===== config.mk =====
export PLATFORM = sky130hd
export DESIGN_NAME = delimited_message_parser
export DESIGN_NICKNAME = d
export VERILOG_FILES = /design/src/sv/dmp_pkg.sv /design/src/sv/delimited_message_parser.sv
export SDC_FILE = /design/constraint.sdc
export NUM_CORES = 1
export LEC_CHECK = 0
export CAP_MARGIN = 0
export CORE_ASPECT_RATIO = 1.5
export CORE_UTILIZATION = 57
export DETAILED_ROUTE_END_ITERATION = 12
export DONT_BUFFER_PORTS = 1
export HOLD_SLACK_MARGIN = 0.15
export PLACE_DENSITY = 0.75
export SYNTH_ARGS = -nofsm -noshare
export SYNTH_HDL_FRONTEND = slang
export SYNTH_SLANG_ARGS = --single-unit

===== constraint.sdc =====
create_clock -name clk -period 7.02 [get_ports clk]
set_clock_uncertainty 0.2 [all_clocks]
set_input_delay 0.702 -clock clk [delete_from_list [all_inputs] [get_ports clk]]
set_output_delay 0.702 -clock clk [all_outputs]
set_load 0.01 [all_outputs]

===== src/sv/dmp_pkg.sv =====
// Shared types and constants for the delimited message parser.
package dmp_pkg;

  typedef enum logic [1:0] {
    PH_AWAIT_CHANNEL = 2'd0,
    PH_IN_CHANNEL    = 2'd1,
    PH_AWAIT_PAYLOAD = 2'd2,
    PH_IN_PAYLOAD    = 2'd3
  } phase_t;

  localparam logic [1:0] REG_CHANNEL_OPEN  = 2'd0;
  localparam logic [1:0] REG_CHANNEL_CLOSE = 2'd1;
  localparam logic [1:0] REG_PAYLOAD_OPEN  = 2'd2;
  localparam logic [1:0] REG_PAYLOAD_CLOSE = 2'd3;

  localparam logic [7:0] RST_CHANNEL_OPEN  = 8'd60;
  localparam logic [7:0] RST_CHANNEL_CLOSE = 8'd62;
  localparam logic [7:0] RST_PAYLOAD_OPEN  = 8'd40;
  localparam logic [7:0] RST_PAYLOAD_CLOSE = 8'd41;

  localparam logic [7:0] CHAR_MINUS = 8'h2D;
  localparam logic [7:0] CHAR_ZERO  = 8'h30;
  localparam logic [7:0] CHAR_NINE  = 8'h39;
  localparam logic [7:0] CHAR_UC_A  = 8'h41;
  localparam logic [7:0] CHAR_UC_Z  = 8'h5A;
  localparam logic [7:0] CHAR_LC_A  = 8'h61;
  localparam logic [7:0] CHAR_LC_Z  = 8'h7A;

  localparam logic [30:0] MAG_LIMIT   = 31'h7FFF_FFFF;
  localparam logic [7:0]  COUNT_LIMIT = 8'hFF;

  function automatic logic is_digit(input logic [7:0] c);
    return (c >= CHAR_ZERO) && (c <= CHAR_NINE);
  endfunction

  function automatic logic is_alnum(input logic [7:0] c);
    return is_digit(c) || ((c >= CHAR_UC_A) && (c <= CHAR_UC_Z)) ||
           ((c >= CHAR_LC_A) && (c <= CHAR_LC_Z));
  endfunction

endpackage


===== src/sv/delimited_message_parser.sv =====
// Delimited message parser: byte stream in, one result beat per completed message.
//
//  channel | direction | handshake               | payload
//  in      | input     | in_valid / in_stall     | rx_byte
//  out     | output    | out_valid / out_stall   | channel_text, channel_length,
//          |           |                         | payload_value, payload_length
//  cfg     | input     | cfg_write               | cfg_index, cfg_data
//
// One byte per cycle while in_stall is low. A byte is registered, then parsed by one pass
// of logic (a multiply by ten and saturate) that loads the result register when the byte completes a message.
// Reset clears the parser state and restores the default delimiters.
// Out stall only holds the input side when a parsed byte completes a message
// and the result register is still full.
module delimited_message_parser import dmp_pkg::*; #(
  parameter int MAX_CHANNEL_CHARS = 8
) (
  input  logic               clk,
  input  logic               rst,
  input  logic               in_valid,
  output logic               in_stall,
  input  logic [7:0]         rx_byte,
  output logic               out_valid,
  input  logic               out_stall,
  output logic [63:0]        channel_text,
  output logic [3:0]         channel_length,
  output logic signed [31:0] payload_value,
  output logic [7:0]         payload_length,
  input  logic               cfg_write,
  input  logic [1:0]         cfg_index,
  input  logic [7:0]         cfg_data
);

  localparam logic [3:0] MAX_CHARS = 4'(MAX_CHANNEL_CHARS);

  logic [7:0] channel_open_char, channel_close_char;
  logic [7:0] payload_open_char, payload_close_char;

  logic       s1_valid;
  logic [7:0] s1_byte;
  logic       s1_go, s1_fire;

  phase_t      phase, phase_next;
  logic [63:0] name_store, name_store_next;
  logic [3:0]  name_count, name_count_next;
  logic        first_byte, first_byte_next;
  logic        minus_seen, minus_seen_next;
  logic [30:0] magnitude, magnitude_next;
  logic [7:0]  digit_count, digit_count_next;
  logic        emit;
  logic [34:0] mag_times_ten;
  logic [34:0] mag_sum;
  logic [7:0]  count_inc;
  logic signed [31:0] value_out;

  always_ff @(posedge clk) begin
    if (rst) begin
      channel_open_char  <= RST_CHANNEL_OPEN;
      channel_close_char <= RST_CHANNEL_CLOSE;
      payload_open_char  <= RST_PAYLOAD_OPEN;
      payload_close_char <= RST_PAYLOAD_CLOSE;
    end else if (cfg_write) begin
      unique case (cfg_index)
        REG_CHANNEL_OPEN:  channel_open_char  <= cfg_data;
        REG_CHANNEL_CLOSE: channel_close_char <= cfg_data;
        REG_PAYLOAD_OPEN:  payload_open_char  <= cfg_data;
        REG_PAYLOAD_CLOSE: payload_close_char <= cfg_data;
        default: ;
      endcase
    end
  end

  // stage 1 parses unless its byte completes a message while the result register is full and stalled
  assign s1_go    = !emit || !out_valid || !out_stall;
  assign s1_fire  = s1_valid && s1_go;
  assign in_stall = s1_valid && !s1_go;

  always_ff @(posedge clk) begin
    if (rst) begin
      s1_valid <= 1'b0;
    end else if (!in_stall) begin
      s1_valid <= in_valid;
    end
  end

  always_ff @(posedge clk) begin
    if (!in_stall && in_valid) begin
      s1_byte <= rx_byte;
    end
  end

  assign mag_times_ten = {1'b0, magnitude, 3'b000} + {3'b000, magnitude, 1'b0};
  assign mag_sum       = mag_times_ten + {31'd0, s1_byte[3:0]};
  assign count_inc     = (digit_count == COUNT_LIMIT) ? digit_count : digit_count + 8'd1;
  assign value_out     = minus_seen ? -$signed({1'b0, magnitude}) : $signed({1'b0, magnitude});

  always_comb begin
    phase_next       = phase;
    name_store_next  = name_store;
    name_count_next  = name_count;
    first_byte_next  = first_byte;
    minus_seen_next  = minus_seen;
    magnitude_next   = magnitude;
    digit_count_next = digit_count;
    emit             = 1'b0;
    unique case (phase)
      PH_AWAIT_CHANNEL: begin
        if (s1_byte == channel_open_char) begin
          name_store_next = '0;
          name_count_next = '0;
          phase_next      = PH_IN_CHANNEL;
        end
      end
      PH_IN_CHANNEL: begin
        priority if (s1_byte == channel_close_char) begin
          phase_next = PH_AWAIT_PAYLOAD;
        end else if (s1_byte == channel_open_char) begin
          name_store_next = '0;
          name_count_next = '0;
        end else if (is_alnum(s1_byte) && name_count < MAX_CHARS) begin
          name_store_next[{name_count[2:0], 3'b000} +: 8] = s1_byte;
          name_count_next = name_count + 4'd1;
        end else begin
        end
      end
      PH_AWAIT_PAYLOAD: begin
        if (s1_byte == payload_open_char) begin
          magnitude_next   = '0;
          digit_count_next = '0;
          minus_seen_next  = 1'b0;
          first_byte_next  = 1'b1;
          phase_next       = PH_IN_PAYLOAD;
        end
      end
      PH_IN_PAYLOAD: begin
        first_byte_next = 1'b0;
        priority if (s1_byte == payload_close_char) begin
          emit       = 1'b1;
          phase_next = PH_AWAIT_CHANNEL;
        end else if (s1_byte == CHAR_MINUS && first_byte) begin
          minus_seen_next  = 1'b1;
          digit_count_next = count_inc;
        end else if (is_digit(s1_byte)) begin
          magnitude_next   = (mag_sum > {4'd0, MAG_LIMIT}) ? MAG_LIMIT : mag_sum[30:0];
          digit_count_next = count_inc;
        end else begin
        end
      end
      default: ;
    endcase
  end

  always_ff @(posedge clk) begin
    if (rst) begin
      phase       <= PH_AWAIT_CHANNEL;
      name_store  <= '0;
      name_count  <= '0;
      first_byte  <= 1'b0;
      minus_seen  <= 1'b0;
      magnitude   <= '0;
      digit_count <= '0;
    end else if (s1_fire) begin
      phase       <= phase_next;
      name_store  <= name_store_next;
      name_count  <= name_count_next;
      first_byte  <= first_byte_next;
      minus_seen  <= minus_seen_next;
      magnitude   <= magnitude_next;
      digit_count <= digit_count_next;
    end
  end

  always_ff @(posedge clk) begin
    if (rst) begin
      out_valid <= 1'b0;
    end else if (s1_fire && emit) begin
      out_valid <= 1'b1;
    end else if (!out_stall) begin
      out_valid <= 1'b0;
    end
  end

  always_ff @(posedge clk) begin
    if (s1_fire && emit) begin
      channel_text   <= name_store;
      channel_length <= name_count;
      payload_value  <= value_out;
      payload_length <= digit_count;
    end
  end

  a_reset_clears: assert property (@(posedge clk)
    rst |=> (phase == PH_AWAIT_CHANNEL) && !out_valid && !s1_valid)
    else $error("parser not idle after reset");

  a_stall_needs_byte: assert property (@(posedge clk) disable iff (rst)
    in_stall |-> s1_valid && out_valid && out_stall)
    else $error("input stalled without a blocked message");

  a_name_bound: assert property (@(posedge clk) disable iff (rst)
    out_valid |-> channel_length <= MAX_CHARS)
    else $error("channel length over limit");

  a_value_range: assert property (@(posedge clk) disable iff (rst)
    out_valid |-> payload_value != 32'sh8000_0000)
    else $error("payload value out of range");

  a_sign_counted: assert property (@(posedge clk) disable iff (rst)
    (out_valid && payload_value < 0) |-> payload_length != 8'd0)
    else $error("negative value without counted sign");

endmodule

# Word level (Yosys, flattened, before mapping)
# Index checks and enable logic that the tools add are counted.
# totals
ff_bits	261
latch_bits	0
mem_bits_rw	0
romBits	0
inputBits	23
output_inout_bits	110
elab_cells	130
mem_count	0
# classes
addsub	6
mul	0
div_mod_pow	0
magnitude_cmp	8
eq_ne	24
shift	2
mux	39
n_bitwise	0
n_reduce_logical	32
# op_table
cell	n
$mux W64	4
$mux W31	6
$pmux W64 S2	1
$bwmux W64	1
$shift A8 B8 Y64 const A	1
$shiftx A8 B8 Y64	1
$pmux W31 S2	1
$mux W8	5
$add A34 B32 Y35	1
$add A35 B4 Y35	1
$gt A35 B31 Y1 const B	1
$eq A8 B8 Y1	4
$neg A31 Y32	1
$reduce_and A5 Y1	4
$ne A2 B2 Y1 const B	9
$ge A8 B7 Y1 const B	2
$le A8 B7 Y1 const B	2
$mux W4	4
$pmux W8 S2	1
$logic_and A1 B1 Y1	9
$add A8 B1 Y8 const B	1
$eq A2 B2 Y1 const B	4
$eq A8 B6 Y1 const B	1
$eq A8 B8 Y1 const B	1
20 further kinds	45

# Depth between registers and ports, before layout
# Gate-level depths: netlist of the first run.
# depth
depth_word	10
ltp_mapped	16
ltp_nobuf	13

# Worst setup path before layout of the first run
# OpenSTA, ideal clock, no wires.
# synth_timing
path_type	reg-to-reg
startpoint	reg s1_byte[1]
endpoint	reg channel_length[0] (enable)
setup_time_ns	0.610
t_arrival_ns	6.629
required_time_ns	6.210
setup_slack_ns	-0.419
path_stages_with_launch	8
n_path_buf	1
synth_period_minus_slack_ns	7.439
path_cell_list	edfxtp_1 clkbuf_1 xor2_1 nor4_1 nand3_1 inv_1 nand3_1 a21oi_1
# synth_between
elab_chain_len	8
# synth_rtl
item	line_no	rtl
start: declaration	delimited_message_parser.sv:39	logic [7:0] s1_byte;
start signal: assignment	delimited_message_parser.sv:87	s1_byte <= rx_byte;
$eq A8 B8 Y1 (*)	delimited_message_parser.sv:136	priority if (s1_byte == payload_close_char) begin
$mux W1 (*)	delimited_message_parser.sv:136	
$mux W1 (*)	delimited_message_parser.sv:105	unique case (phase)
$logic_not A1 Y1	delimited_message_parser.sv:73	assign s1_go = !emit || !out_valid || !out_stall;
$logic_or A1 B1 Y1 (2 in a row)	delimited_message_parser.sv:73	
$logic_and A1 B1 Y1	delimited_message_parser.sv:74	assign s1_fire = s1_valid && s1_go;
$logic_and A1 B1 Y1 (*)	delimited_message_parser.sv:183	if (s1_fire && emit) begin
end signal: assignment	delimited_message_parser.sv:185	channel_length <= name_count;
end: declaration	delimited_message_parser.sv:25	output logic [3:0] channel_length,
# Mark *: on every way between the ends. The rest lies on a longest branch, timed or not.
# A chain may end at the register's enable or synchronous reset.

# Worst setup path after layout of the first run
# layout_timing
startpoint	reg s1_byte[3]
endpoint	reg magnitude[20]
# layout_between
elab_chain_len	8
elab_cells_between_ends	25
classes_between	add/sub: 1; order compare: 3; eq/ne: 7; mux: 7; reduce/logical: 7
# layout_rtl
item	line_no	rtl
parallel branches: the longest is 8 deep, another holds $add A35 B4 Y35	-	
end signal: assignment	delimited_message_parser.sv:167	magnitude <= magnitude_next;
end: declaration	delimited_message_parser.sv:47	logic [30:0] magnitude, magnitude_next;
# Parallel ways; which one is timed is not known. The select of a mux whose other input is x is not followed.

==> results of run 1 <==
## per-stage QoR
step | hold slack [ns] | setup slack (ns) | instances | utilization (%) | area [um2]
2_1_floorplan | 0.200 | 2.01 | 1100 | - | 12100
6_report | 0.168 | 1.86 | 1389 | 64.8 | 13300
5_1_grt | 0.163 | 1.48 | 1389 | 64.8 | 13300
4_1_cts | 0.151 | 1.92 | 1387 | 64.7 | 13300
3_5_place_dp | 0.211 | 1.96 | 1324 | 59.7 | 12300
3_3_place_gp | 0.210 | 2.08 | 1324 | 59.7 | 12300
## layer usage
layer  track usage [%]  share of wire [%]  vias to the layer above
li1                  -                  -                     4073
met1              26.4                 37                     4110
met2              49.5                 55                      244
met3              3.42                4.1                       71
met4              11.5                3.7                        0
met5                 0                  0                        -
## layout by cell type, fill, tap and decap left out, types with 16 or more instances in the layout
| cell | count |
|---|---|
| sky130_fd_sc_hd__a21o_1 | 16 |
| sky130_fd_sc_hd__a21oi_1 | 52 |
| sky130_fd_sc_hd__a221o_1 | 27 |
| sky130_fd_sc_hd__a22o_1 | 18 |
| sky130_fd_sc_hd__a32oi_1 | 17 |
| sky130_fd_sc_hd__clkbuf_16 | 25 |
| sky130_fd_sc_hd__dfxtp_1 | 145 |
| sky130_fd_sc_hd__dlygate4sd3_1 | 18 |
| sky130_fd_sc_hd__edfxtp_1 | 116 |
| sky130_fd_sc_hd__ha_1 | 71 |
| sky130_fd_sc_hd__inv_1 | 23 |
| sky130_fd_sc_hd__nand2_1 | 111 |
| sky130_fd_sc_hd__nand3_1 | 18 |
| sky130_fd_sc_hd__nor2_1 | 89 |
| sky130_fd_sc_hd__o21ai_0 | 26 |
| sky130_fd_sc_hd__xnor2_1 | 60 |
| sky130_fd_sc_hd__xor2_1 | 38 |
## synth_stat cells, types with 11 or more instances
cell type and instances:
sky130_fd_sc_hd__a21oi_1 54, sky130_fd_sc_hd__ha_1 71, sky130_fd_sc_hd__nor2_1 89, sky130_fd_sc_hd__and3_1 11, sky130_fd_sc_hd__nand3_1 18, sky130_fd_sc_hd__nand3b_1 13
sky130_fd_sc_hd__a32oi_1 17, sky130_fd_sc_hd__a21o_1 16, sky130_fd_sc_hd__edfxtp_1 116, sky130_fd_sc_hd__xor2_1 38, sky130_fd_sc_hd__nor2b_1 14, sky130_fd_sc_hd__dfxtp_1 145
sky130_fd_sc_hd__nand4_1 14, sky130_fd_sc_hd__o21ai_0 26, sky130_fd_sc_hd__inv_1 23, sky130_fd_sc_hd__clkbuf_1 45, sky130_fd_sc_hd__a221o_1 27, sky130_fd_sc_hd__a22oi_1 12
sky130_fd_sc_hd__nand2_1 111, sky130_fd_sc_hd__xnor2_1 60, sky130_fd_sc_hd__o21a_1 15, sky130_fd_sc_hd__a22o_1 18
## cell families after synthesis
kind of cell,synth area share [%]
AND/OR/NAND/NOR,13.4
flip-flops,53.0
AO/OA/AOI/OAI,15.9
XOR/XNOR,7.12
adder cells (fa/ha/maj),7.70
buffers and inverters,2.21
multiplexers,0.665
## worst reg2reg max path, stage by stage, from the launching register on
cell                        delay [ns]
sky130_fd_sc_hd__edfxtp_1         0.85
sky130_fd_sc_hd__inv_1            0.20
sky130_fd_sc_hd__fa_1             0.56
sky130_fd_sc_hd__fa_1             0.47
sky130_fd_sc_hd__nor2b_1          0.21
sky130_fd_sc_hd__o211ai_1         0.14
sky130_fd_sc_hd__a31oi_1          0.45
sky130_fd_sc_hd__a32oi_1          0.21
sky130_fd_sc_hd__a221oi_1         0.35
sky130_fd_sc_hd__xnor2_1          0.10
sky130_fd_sc_hd__o2111ai_1        0.12
sky130_fd_sc_hd__and2_1           0.98
sky130_fd_sc_hd__a221o_1          0.23
## sequential cells by signal (all words and copies together) (netlist names), 8 cells and up
| name | cells |
|---|---|
| magnitude | 31 |
| s1_byte | 8 |
| payload_length | 8 |
| channel_open_char | 8 |
| payload_value | 32 |
| channel_text | 64 |
| channel_close_char | 8 |
| payload_close_char | 8 |
| name_store | 64 |
| payload_open_char | 8 |
| digit_count | 8 |
## area by class of cell
class,instances,area [um2]
inverters,23,86.3
multi-input cells,768,5420
clock inverters,12,170
diodes,2,5.00
well taps,264,330
flip-flops and latches,261,6390
repair buffers,27,268
clock buffers,32,662
fillers,1550,7250
## power by group
group / total, mW / internal, mW / switching, mW / leakage, nW
Combinational: 0.0805 / 0.0344 / 0.0461 / 2.64
Clock: 1.36 / 0.813 / 0.548 / 0.397
Sequential: 1.61 / 1.59 / 0.0270 / 2.23
Total: 3.05 / 2.43 / 0.621 / 5.26
## path summary, 6_finish.rpt
| kind | to | slack [ns] | cells after the start |
|---|---|---|---|
| max reg2reg | magnitude[20]$_SDFFE_PP0P_ | 1.86 | 12 |
| min | channel_open_char[7]$_SDFFE_PP0P_ | 0.17 | 2 |
| min reg2reg | channel_text[63]$_DFFE_PP_ | 0.22 | 0 |
| max | magnitude[20]$_SDFFE_PP0P_ | 1.86 | 12 |
==> summary by stage, run 1 <==
Status
The run finished with clean final reports.

CTS
The number of clock buffers added by TritonCTS is 24. Clock tree synthesis found a total of 261 sinks. The TritonCTS clock tree is yes. The clock transition at the registers of the reported paths is 0.07 ns.

The later pin in the worst-skew pair is clocked with a latency of 0.52 ns. Hold repair after CTS inserted 19 buffers. The clock root buffer master is sky130_fd_sc_hd__clkbuf_16. Once the clock tree was built, the setup fixing pass inserted 0 buffers. The buffer levels on the longest clock path is 3. CTS built an H-tree with a depth of 1. The count of cells resized by post-cts repair is 0.

Logic synthesis
The most frequently used flop master after synthesis is sky130_fd_sc_hd__dfxtp_1. The count of yosys warnings during synthesis is 0. The average cell area after synthesis is 11.0 um2. The cell count after synthesis is 1100. The count of cell types in the netlist is 66.

In this run, synthesis produced a sequential element count of 261. The leading area contributor after synthesis is sky130_fd_sc_hd__edfxtp_1. The synthesized design devotes to its leading area cell type 28.9% of total area. By area the synthesized netlist is led by sky130_fd_sc_hd__edfxtp_1, sky130_fd_sc_hd__dfxtp_1, sky130_fd_sc_hd__ha_1, sky130_fd_sc_hd__xnor2_1, sky130_fd_sc_hd__nand2_1. The synthesized netlist net count is 1196. The fraction of registers with async set/reset is 0%.

The cell area after synthesis is 12100 um2. The sequential fraction of the synthesis area is 53.0%. In this run, synthesis inferred 116 flip-flops with an integrated enable.

Critical path
The library cell contributing the largest single delay on the critical path is sky130_fd_sc_hd__and2_1. The count of buffering cells on the critical path with inverters included is 1. The worst setup path is captured at a flip-flop. The reg-to-reg startpoint is s1_byte[3]$_DFFE_PP_. Tracing the worst setup path back leads to its startpoint at s1_byte[3]$_DFFE_PP_. For this run, the slowest stage of the critical path takes 0.98 ns. The arrival time at the worst endpoint is 5.40 ns. The worst setup path is launched from a flip-flop. Among cell families on the critical path, the largest total delay comes from compound AO/OA/AOI/OAI gates. The signal on the critical path passes through inv_1 -> fa_1 -> fa_1 -> nor2b_1 -> o211ai_1 -> a31oi_1 -> a32oi_1 -> a221oi_1 -> xnor2_1 -> o2111ai_1 -> and2_1 -> a221o_1. The most common cell type on the critical path is sky130_fd_sc_hd__fa_1. The critical path data required time is 7.26 ns. The critical path is of the flip-flop to flip-flop type. The highest net fanout along the worst path is 29.

Placed design
The weighted congestion reported at the end of routability-driven placement is 0.890. The post-DP HPWL is 19400 um. Input and output buffers added on the ports amount to 0.

STA
The number of setup violations in the final report is 0. Setup total negative slack on the finished layout was measured at 0 ns. Subtracting the final worst setup slack from the clock period gives 5.16 ns. Derived from the worst setup path, the maximum achievable clock frequency is 194 MHz.

The max-slew violation total from the final report is 0. The relative slew slack is 18.9%. Setup repair after global routing left no endpoint under its margin. For the pin with the worst max-slew slack, the measured transition is 1.22 ns.

The final critical path takes up 73.4% of the cycle. The number of hold-slack violations in the final timing report was 0.

Floorplanning
The initial standard-cell utilization of the core is 58.6%. The number of top-level pins is 133. The die area is 21700 um2. The initialized floorplan defines 64 standard-cell rows.

The die is 121 um wide. The placeable core region is 20600 um2. The die extent in y is 180 um.

Detailed routing
The total iterations of the first detailed-routing run is 5. The post-detailed-routing wire length is 27800 um. After detailed routing, the average wire length per cell comes to 20.0 um. In this run, the number of DRC markers left after iteration 0 of detailed routing was 533. The detailed-route DRC error count is 0. The total number of vias is 8498. Once detail routing completed, the nets flagged for antenna violations numbered 0. The average vias per placed instance is 6.12.

Layout
The final-stage net count is 1201. The share of layout cells above drive strength 1 is 5.79%. From synthesis to final layout, the design area changed by 10.6%.

Global routing
The total grt overflow is 0. The first-pass GRT wire length is 43900 um. The maximum number of pins on one net before global-route repair is 66. The initial antenna violation count came to 2. The number of global-route vias before repair is 8541.

Global routing used 25.5% of the available tracks.

Power
The analysis attributes to cell leakage a power of 5.26 nW. The design draws 3.05 mW. The worst-case IR drop observed on VDD is 0.000188 V. The power per standard cell area is 229 nW/um2.

Run
The max-cap violation count is 0.

Min path
The min-delay analysis places its worst path in the category primary input to flip-flop. In this run the most critical hold path is launched from cfg_data[7].
Power figures use the tool's default switching activity.
==> inputs of run 2 (changes only) <==
==> constraint.sdc (replaced) <==
create_clock -name clk -period 4.42 [get_ports clk]
set_clock_uncertainty 0.2 [all_clocks]
set_input_delay 0.442 -clock clk [delete_from_list [all_inputs] [get_ports clk]]
set_output_delay 0.442 -clock clk [all_outputs]
set_load 0.01 [all_outputs]
==> run 2 against run 1 <==
Against the previous run: critical path depth is 1 higher; critical endpoint is now magnitude[2]$_SDFFE_PP0P_; wire length is 1.1% higher; clock power is 63% higher; via count is 1.1% higher; sequential power is 57% higher; worst setup slack worse by 1.5 ns.
==> summary by stage, run 2 (synthesized netlist as in run 1, its figures left out) <==
Detailed routing
The post-detailed-routing wire length is 28100 um (was 27800 um). The antenna violation net count after detailed routing was 0 (unchanged). The average vias per placed instance is 6.08 (was 6.12). The detailed-route DRC error count is 0 (unchanged). The average wire per cell in the routed design was 19.8 um (was 20.0 um).

The total number of vias came to 8591 (was 8498). The total iterations of the first detailed-routing run is 5 (unchanged). The number of DRC markers in iteration 0 is 529 (was 533).

CTS
The clock latency at the later pin of the worst-skew pair is 0.51 ns (was 0.52 ns). The clock root buffer master is sky130_fd_sc_hd__clkbuf_16 (unchanged). The number of H-tree levels came to 1 (unchanged). The number of buffers created by CTS came to 25 (was 24). The CTS sink count is 261 (unchanged).

The buffer levels on the longest clock path came to 3 (unchanged). The total setup buffers inserted after CTS was 0 (unchanged). The clock transition at the registers of the reported paths is 0.06 ns (was 0.07 ns). The TritonCTS clock tree is yes (unchanged).

Critical path
The critical path's top delay family is compound AO/OA/AOI/OAI gates (unchanged). The count of buffering cells on the critical path with inverters included is 2 (was 1). The startpoint type of the worst setup path is a flip-flop (unchanged). The critical path data required time is 4.62 ns (was 7.26 ns). The biggest cell delay along the critical path came to 0.51 ns (was 0.98 ns).

The endpoint class of the critical path is a flip-flop (unchanged). The arrival time at the worst endpoint is 4.27 ns (was 5.40 ns). The critical setup path kind is flip-flop to flip-flop (unchanged). Ordered cell list for the critical path: inv_1 -> fa_1 -> fa_1 -> nor2b_1 -> o211ai_1 -> a31oi_1 -> a32oi_1 -> a221oi_1 -> xnor2_1 -> o2111ai_1 -> and2_2 -> buf_12 -> a221o_2 (was inv_1 -> fa_1 -> fa_1 -> nor2b_1 -> o211ai_1 -> a31oi_1 -> a32oi_1 -> a221oi_1 -> xnor2_1 -> o2111ai_1 -> and2_1 -> a221o_1). The most common cell type on the critical path is sky130_fd_sc_hd__fa_1 (unchanged).

The highest net fanout along the worst path is 19 (was 29). The library cell contributing the largest single delay on the critical path is sky130_fd_sc_hd__fa_1 (was sky130_fd_sc_hd__and2_1).

STA
The aggregate negative setup slack is 0 ns (unchanged). The final period demand of the worst path is 4.07 ns (was 5.16 ns). The number of hold-slack violations in the final timing report came to 0 (unchanged). The relative slew slack is 42.6% (was 18.9%). The number of setup violations in the final report was 0 (unchanged). The max-slew violation total from the final report is 0 (unchanged).

RSZ-0062 raised after global routing: false (unchanged). The slew at the pin with the worst max-slew slack came to 0.859 ns (was 1.22 ns). The timing-limited maximum frequency is 245 MHz (was 194 MHz). The final clock period utilization by the worst path was 92.2% (was 73.4%).

Global routing
The maximum number of pins on one net before global-route repair is 83 (was 66). The number of global-route vias before repair is 8662 (was 8541). The initial antenna violation count came to 2 (unchanged).

The all-layer global routing usage is 25.8% (was 25.5%). The first-pass GRT wire length is 44600 um (was 43900 um). The total grt overflow came to 0 (unchanged).

Power
The power per standard cell area is 362 nW/um2 (was 229 nW/um2). The worst voltage drop across the vdd grid is 0.000266 V (was 0.000188 V). The overall power consumption is 4.92 mW (was 3.05 mW). The cell leakage power was 5.44 nW (was 5.26 nW).

Placed design
The post-DP HPWL came to 19600 um (was 19400 um). The number of placed cells counting well taps came to 1336 (was 1324). The weighted congestion reported at the end of routability-driven placement came to 0.923 (was 0.890). The count of buffers inserted at the top-level ports is 0 (unchanged). The placed instance area is 12400 um2 (was 12300 um2).

Floorplanning
The number of cell rows is 64 (unchanged). The die extent in y came to 180 um (unchanged). The placeable core region is 20600 um2 (unchanged). The die area came to 21700 um2 (unchanged). The number of top-level pins is 133 (unchanged). The initial standard-cell utilization of the core is 58.6% (unchanged). The die outline width was 121 um (unchanged).

Layout
The share of layout cells above drive strength 1 came to 6.97% (was 5.79%). The final cell area excluding filler cells was 13600 um2 (was 13300 um2). Top library cells by usage in the layout, fill and taps aside: sky130_fd_sc_hd__dfxtp_1, sky130_fd_sc_hd__edfxtp_1, sky130_fd_sc_hd__nand2_1 (unchanged). Largest regs: channel_text x64, name_store x64, payload_value x32 (unchanged). The most common library cell in the layout ignoring fill and taps is sky130_fd_sc_hd__dfxtp_1 (unchanged). The number of standard cells in the layout, taps in and fillers out came to 1414 (was 1389).

The filler cell count in the final layout came to 1525 (was 1550). The final-stage net count is 1226 (was 1201). The area growth from synthesis to layout came to 12.8% (was 10.6%).

Status
Outcome: complete, no violations (unchanged).

Run
The max-cap violation count is 0 (unchanged).

Min path
The worst hold path class is primary input to flip-flop (unchanged).
-- run 2: cell count changes in the layout (fill, tap and decap cells not counted), sizes merged --
cell         change
buf             +12
dlygate4sd3     +12
inv              +2
clkbuf           -1
clkinv           +1
clkinvlp         -1
-- run 2: layout make-up --
class | instances | area, um2 | share of cell area, %
multi-input cells | 768 | 5420 | 39.9
clock inverters | 14 | 188 | 1.38
inverters | 23 | 86.3 | 0.635
repair buffers | 51 | 503 | 3.70
well taps | 264 | 330 | 2.43
flip-flops and latches | 261 | 6390 | 47.0
clock buffers | 31 | 668 | 4.92
diodes | 2 | 5.00 | 0.0368
-- run 2: repair_timing --
action,in CTS,in global routing
setup endpoints to repair,0,16
hold endpoints to repair,87,0
hold buffers,31,0
gates resized for setup,0,1
-- run 2: path summary, 6_finish.rpt --
path | startpoint | to | slack [ns] | cells after the start
max | magnitude[2]$_SDFFE_PP0P_ | magnitude[2]$_SDFFE_PP0P_ | 0.35 | 13
min | cfg_write | channel_close_char[3]$_SDFFE_PP1P_ | 0.16 | 3
max reg2reg | magnitude[2]$_SDFFE_PP0P_ | magnitude[2]$_SDFFE_PP0P_ | 0.35 | 13
min reg2reg | name_store[39]$_SDFFE_PP0P_ | channel_text[39]$_DFFE_PP_ | 0.23 | 0
-- run 2: report_power, final --
part	internal (mW)	switching (mW)
clock network	1.31	0.898
logic	0.0650	0.109
registers	2.52	0.0141
-- run 2: per-stage QoR --
stage	util [%]	setup slack [ns]	hold WS [ns]
5_1_grt	66.0	0.0460	0.180
6_report	66.0	0.345	0.161
3_5_place_dp	60.2	0.313	0.215
4_1_cts	66.0	0.298	0.152
2_1_floorplan	-	0.183	0.200
3_3_place_gp	60.2	0.402	0.211
-- run 2: tightest hold or removal path: stages --
cell,delay [ns]
sky130_fd_sc_hd__nand3b_1,0.24
sky130_fd_sc_hd__nand2_1,0.09
sky130_fd_sc_hd__nand3b_1,0.07
-- run 2: per-layer routing --
metal / share of wire (%) / global-route usage, % / vias to the layer above / routed length, um
met5: 0 / 0 / - / 0
met4: 4.4 / 12.2 / 0 / 1240
met3: 5.1 / 4.15 / 86 / 1430
met2: 53 / 48.8 / 297 / 15000
met1: 37 / 27.3 / 4083 / 10400
li1: - / - / 4125 / -
==> inputs of run 3 (changes only) <==
--- a/config.mk
+++ b/config.mk
@@ -6,7 +6,6 @@
 export NUM_CORES = 1
 export LEC_CHECK = 0
 export CAP_MARGIN = 0
-export CORE_ASPECT_RATIO = 1.5
 export CORE_UTILIZATION = 57
 export DETAILED_ROUTE_END_ITERATION = 12
 export DONT_BUFFER_PORTS = 1
==> run 3 against run 2 <==
Against the previous run: sequential power about the same; global-route usage is 1.6 points lower; sequential cell count unchanged; via count is 1.0% lower; worst setup slack worse by 0.054 ns; sequential share of layout area up 0.37 points; critical path type unchanged.
==> summary by stage, run 3 (synthesized netlist as in run 1, its figures left out) <==
STA
The number of hold-slack violations in the final timing report is 0 (unchanged). The number of setup violations in the final report is 0 (unchanged). RSZ-0062 raised after global routing: false (unchanged).

The timing-limited maximum frequency is 242 MHz (was 245 MHz). The slew at the pin with the worst max-slew slack came to 1.09 ns (was 0.859 ns). The relative slew slack is 27.3% (was 42.6%).

The final period demand of the worst path came to 4.13 ns (was 4.07 ns). The aggregate negative setup slack is 0 ns (unchanged). The max-slew violation total from the final report came to 0 (unchanged). The final clock period utilization by the worst path was 93.4% (was 92.2%).

Power
The clock network power share is 42.7% (was 45.0%). The worst voltage drop across the vdd grid is 0.000230 V (was 0.000266 V). The cell-internal power is 3.73 mW (was 3.90 mW). The switching power share of the total was 20.9% (was 20.7%).

The cell leakage power is 5.40 nW (was 5.44 nW). The power per standard cell area is 350 nW/um2 (was 362 nW/um2). The overall power consumption is 4.72 mW (was 4.92 mW). The power dissipated by switching net loads is 988 uW (was 1.02 mW). The sequential share of power is 53.8% (was 51.5%). The part of the total power dissipated in combinational logic is 3.5% (about the same).

Layout
The final-stage net count came to 1223 (was 1226). The most common library cell in the layout ignoring fill and taps is sky130_fd_sc_hd__dfxtp_1 (unchanged). Top library cells by usage in the layout, fill and taps aside: sky130_fd_sc_hd__dfxtp_1, sky130_fd_sc_hd__edfxtp_1, sky130_fd_sc_hd__nand2_1 (unchanged). The final cell area excluding filler cells is 13500 um2 (was 13600 um2). The area growth from synthesis to layout came to 11.9% (was 12.8%). Largest regs: channel_text x64, name_store x64, payload_value x32 (unchanged). The number of standard cells in the layout, taps in and fillers out came to 1416 (was 1414). The share of layout cells above drive strength 1 is 6.64% (was 6.97%).

Global routing
The initial antenna violation count is 1 (was 2). The first-pass GRT wire length is 42400 um (was 44600 um). The total grt overflow is 0 (unchanged). The number of global-route vias before repair was 8254 (was 8662).

The maximum number of pins on one net before global-route repair is 77 (was 83). The all-layer global routing usage came to 24.2% (was 25.8%).

Min path
The number of cells on the worst hold path was 2 (was 3). The beginning of the worst hold path is rst (was cfg_write). The worst hold path class is primary input to flip-flop (unchanged). The hold path endpoint is digit_count[0]$_SDFFE_PP0P_ (was channel_close_char[3]$_SDFFE_PP1P_).

CTS
The TritonCTS clock tree was yes (unchanged). The number of H-tree levels is 1 (unchanged). The buffer levels on the longest clock path is 3 (unchanged). The clock transition at the registers of the reported paths is 0.06 ns (about the same).

The number of buffers created by CTS is 25 (unchanged). The count of cells resized by post-cts repair is 0 (unchanged). The clock root buffer master is sky130_fd_sc_hd__clkbuf_16 (unchanged). The CTS sink count was 261 (unchanged).

The clock latency at the later pin of the worst-skew pair is 0.51 ns (about the same).

Critical path
The most common cell type on the critical path was sky130_fd_sc_hd__fa_1 (unchanged). The biggest cell delay along the critical path is 0.52 ns (was 0.51 ns). The number of cell instances on the worst register-to-register path is 13 (unchanged). The endpoint of the most critical register-to-register path was magnitude[2]$_SDFFE_PP0P_ (unchanged). The startpoint type of the worst setup path is a flip-flop (unchanged). Ordered cell list for the critical path: inv_1 -> fa_1 -> fa_1 -> nor2b_1 -> o211ai_1 -> a31oi_1 -> a32oi_1 -> a221oi_1 -> xnor2_1 -> o2111ai_1 -> and2_1 -> buf_4 -> a221o_2 (was inv_1 -> fa_1 -> fa_1 -> nor2b_1 -> o211ai_1 -> a31oi_1 -> a32oi_1 -> a221oi_1 -> xnor2_1 -> o2111ai_1 -> and2_2 -> buf_12 -> a221o_2). The library cell contributing the largest single delay on the critical path is sky130_fd_sc_hd__fa_1 (unchanged). The endpoint class of the critical path is a flip-flop (unchanged).

The highest net fanout along the worst path is 29 (was 19). The reg-to-reg startpoint is magnitude[2]$_SDFFE_PP0P_ (unchanged). The critical path data required time is 4.61 ns (was 4.62 ns). The arrival time at the worst endpoint is 4.32 ns (was 4.27 ns). The worst-case register-to-register setup slack is 0.29 ns (was 0.35 ns). The critical setup path kind is flip-flop to flip-flop (unchanged).

Detailed routing
The average vias per placed instance came to 6.00 (was 6.08). The average wire per cell in the routed design is 18.7 um (was 19.8 um). The antenna violation net count after detailed routing was 0 (unchanged). The number of DRC markers in iteration 0 came to 499 (was 529). The total iterations of the first detailed-routing run is 7 (was 5).

The detailed-route DRC error count is 0 (unchanged). The total number of vias was 8502 (was 8591). The post-detailed-routing wire length is 26500 um (was 28100 um).

Floorplanning
The placeable core region is 20500 um2 (was 20600 um2). The number of cell rows is 52 (was 64). The die outline width is 147 um (was 121 um).

The number of top-level pins came to 133 (unchanged). The die area is 21700 um2 (about the same). The die extent in y is 147 um (was 180 um). The initial standard-cell utilization of the core is 58.8% (was 58.6%).

Status
Outcome: complete, no violations (unchanged).

Run
The max-cap violation count is 0 (unchanged).

Placed design
The placed instance area is 12400 um2 (about the same). The number of placed cells counting well taps is 1340 (was 1336). The weighted congestion reported at the end of routability-driven placement was 0.891 (was 0.923). The count of buffers inserted at the top-level ports was 0 (unchanged). The post-DP HPWL is 18400 um (was 19600 um).
-- run 3: cell type report --
type	count	area, um2
fillers	1546	7010
flip-flops and latches	261	6390
multi-input cells	768	5420
clock buffers	34	721
repair buffers	48	465
well taps	270	338
inverters	23	86.3
clock inverters	11	62.6
diodes	1	2.50
-- run 3: how the worst max path moves through the flow --
| stage | startpoint | end | cells after the start | slack [ns] |
|---|---|---|---|---|
| after floorplan | s1_byte[3]$_DFFE_PP_ | magnitude[10]$_SDFFE_PP0P_ | 15 | 0.18 |
| after global placement | magnitude[2]$_SDFFE_PP0P_ | magnitude[2]$_SDFFE_PP0P_ | 13 | 0.45 |
| after detailed placement | magnitude[2]$_SDFFE_PP0P_ | magnitude[2]$_SDFFE_PP0P_ | 13 | 0.32 |
| after CTS | magnitude[2]$_SDFFE_PP0P_ | magnitude[2]$_SDFFE_PP0P_ | 13 | 0.29 |
| after global routing | magnitude[2]$_SDFFE_PP0P_ | magnitude[2]$_SDFFE_PP0P_ | 13 | 0.001 |
| final | magnitude[2]$_SDFFE_PP0P_ | magnitude[2]$_SDFFE_PP0P_ | 13 | 0.29 |
-- run 3: power groups by stage --
stage	Sequential (mW)	Combinational [mW]	Clock [mW]
2_1_floorplan	2.58	0.105	0
3_3_place_gp	2.59	0.127	0
3_5_place_dp	2.59	0.128	0
4_1_cts	2.54	0.165	2.05
5_1_grt	2.54	0.181	2.14
6_report	2.54	0.167	2.01
-- run 3: metal layers --
metal / part of all wire (%) / routed length [um] / up-vias / GRT usage, %
met5: 0 / 0 / - / 0
met2: 50 / 13300 / 260 / 42.2
met1: 43 / 11300 / 4055 / 30.5
li1: - / - / 4127 / -
met4: 3.0 / 793 / 0 / 9.12
met3: 4.5 / 1200 / 60 / 3.27
-- run 3: through the flow --
step	hold WS [ns]	worst slack, ns	utilization, %
3_3_place_gp	0.211	0.450	60.4
5_1_grt	0.165	0.00130	65.8
3_5_place_dp	0.216	0.320	60.4
4_1_cts	0.151	0.294	65.8
6_report	0.172	0.291	65.8
2_1_floorplan	0.200	0.183	-
-- run 3: critical path: cells and delay by family, from the launching register on --
family          cells  cell delay, ns
xor+xnor            1            0.16
buf+inv             2            0.34
fa+ha+maj           2            0.99
compound gates      6            1.45
simple gates        2            0.42
flops               1            0.45
-- run 3: timing repair --
| action | CTS | global route |
|---|---|---|
| hold buffers | 30 | 0 |
| endpoints found under the hold margin | 88 | 0 |
| setup buffers | 0 | 0 |
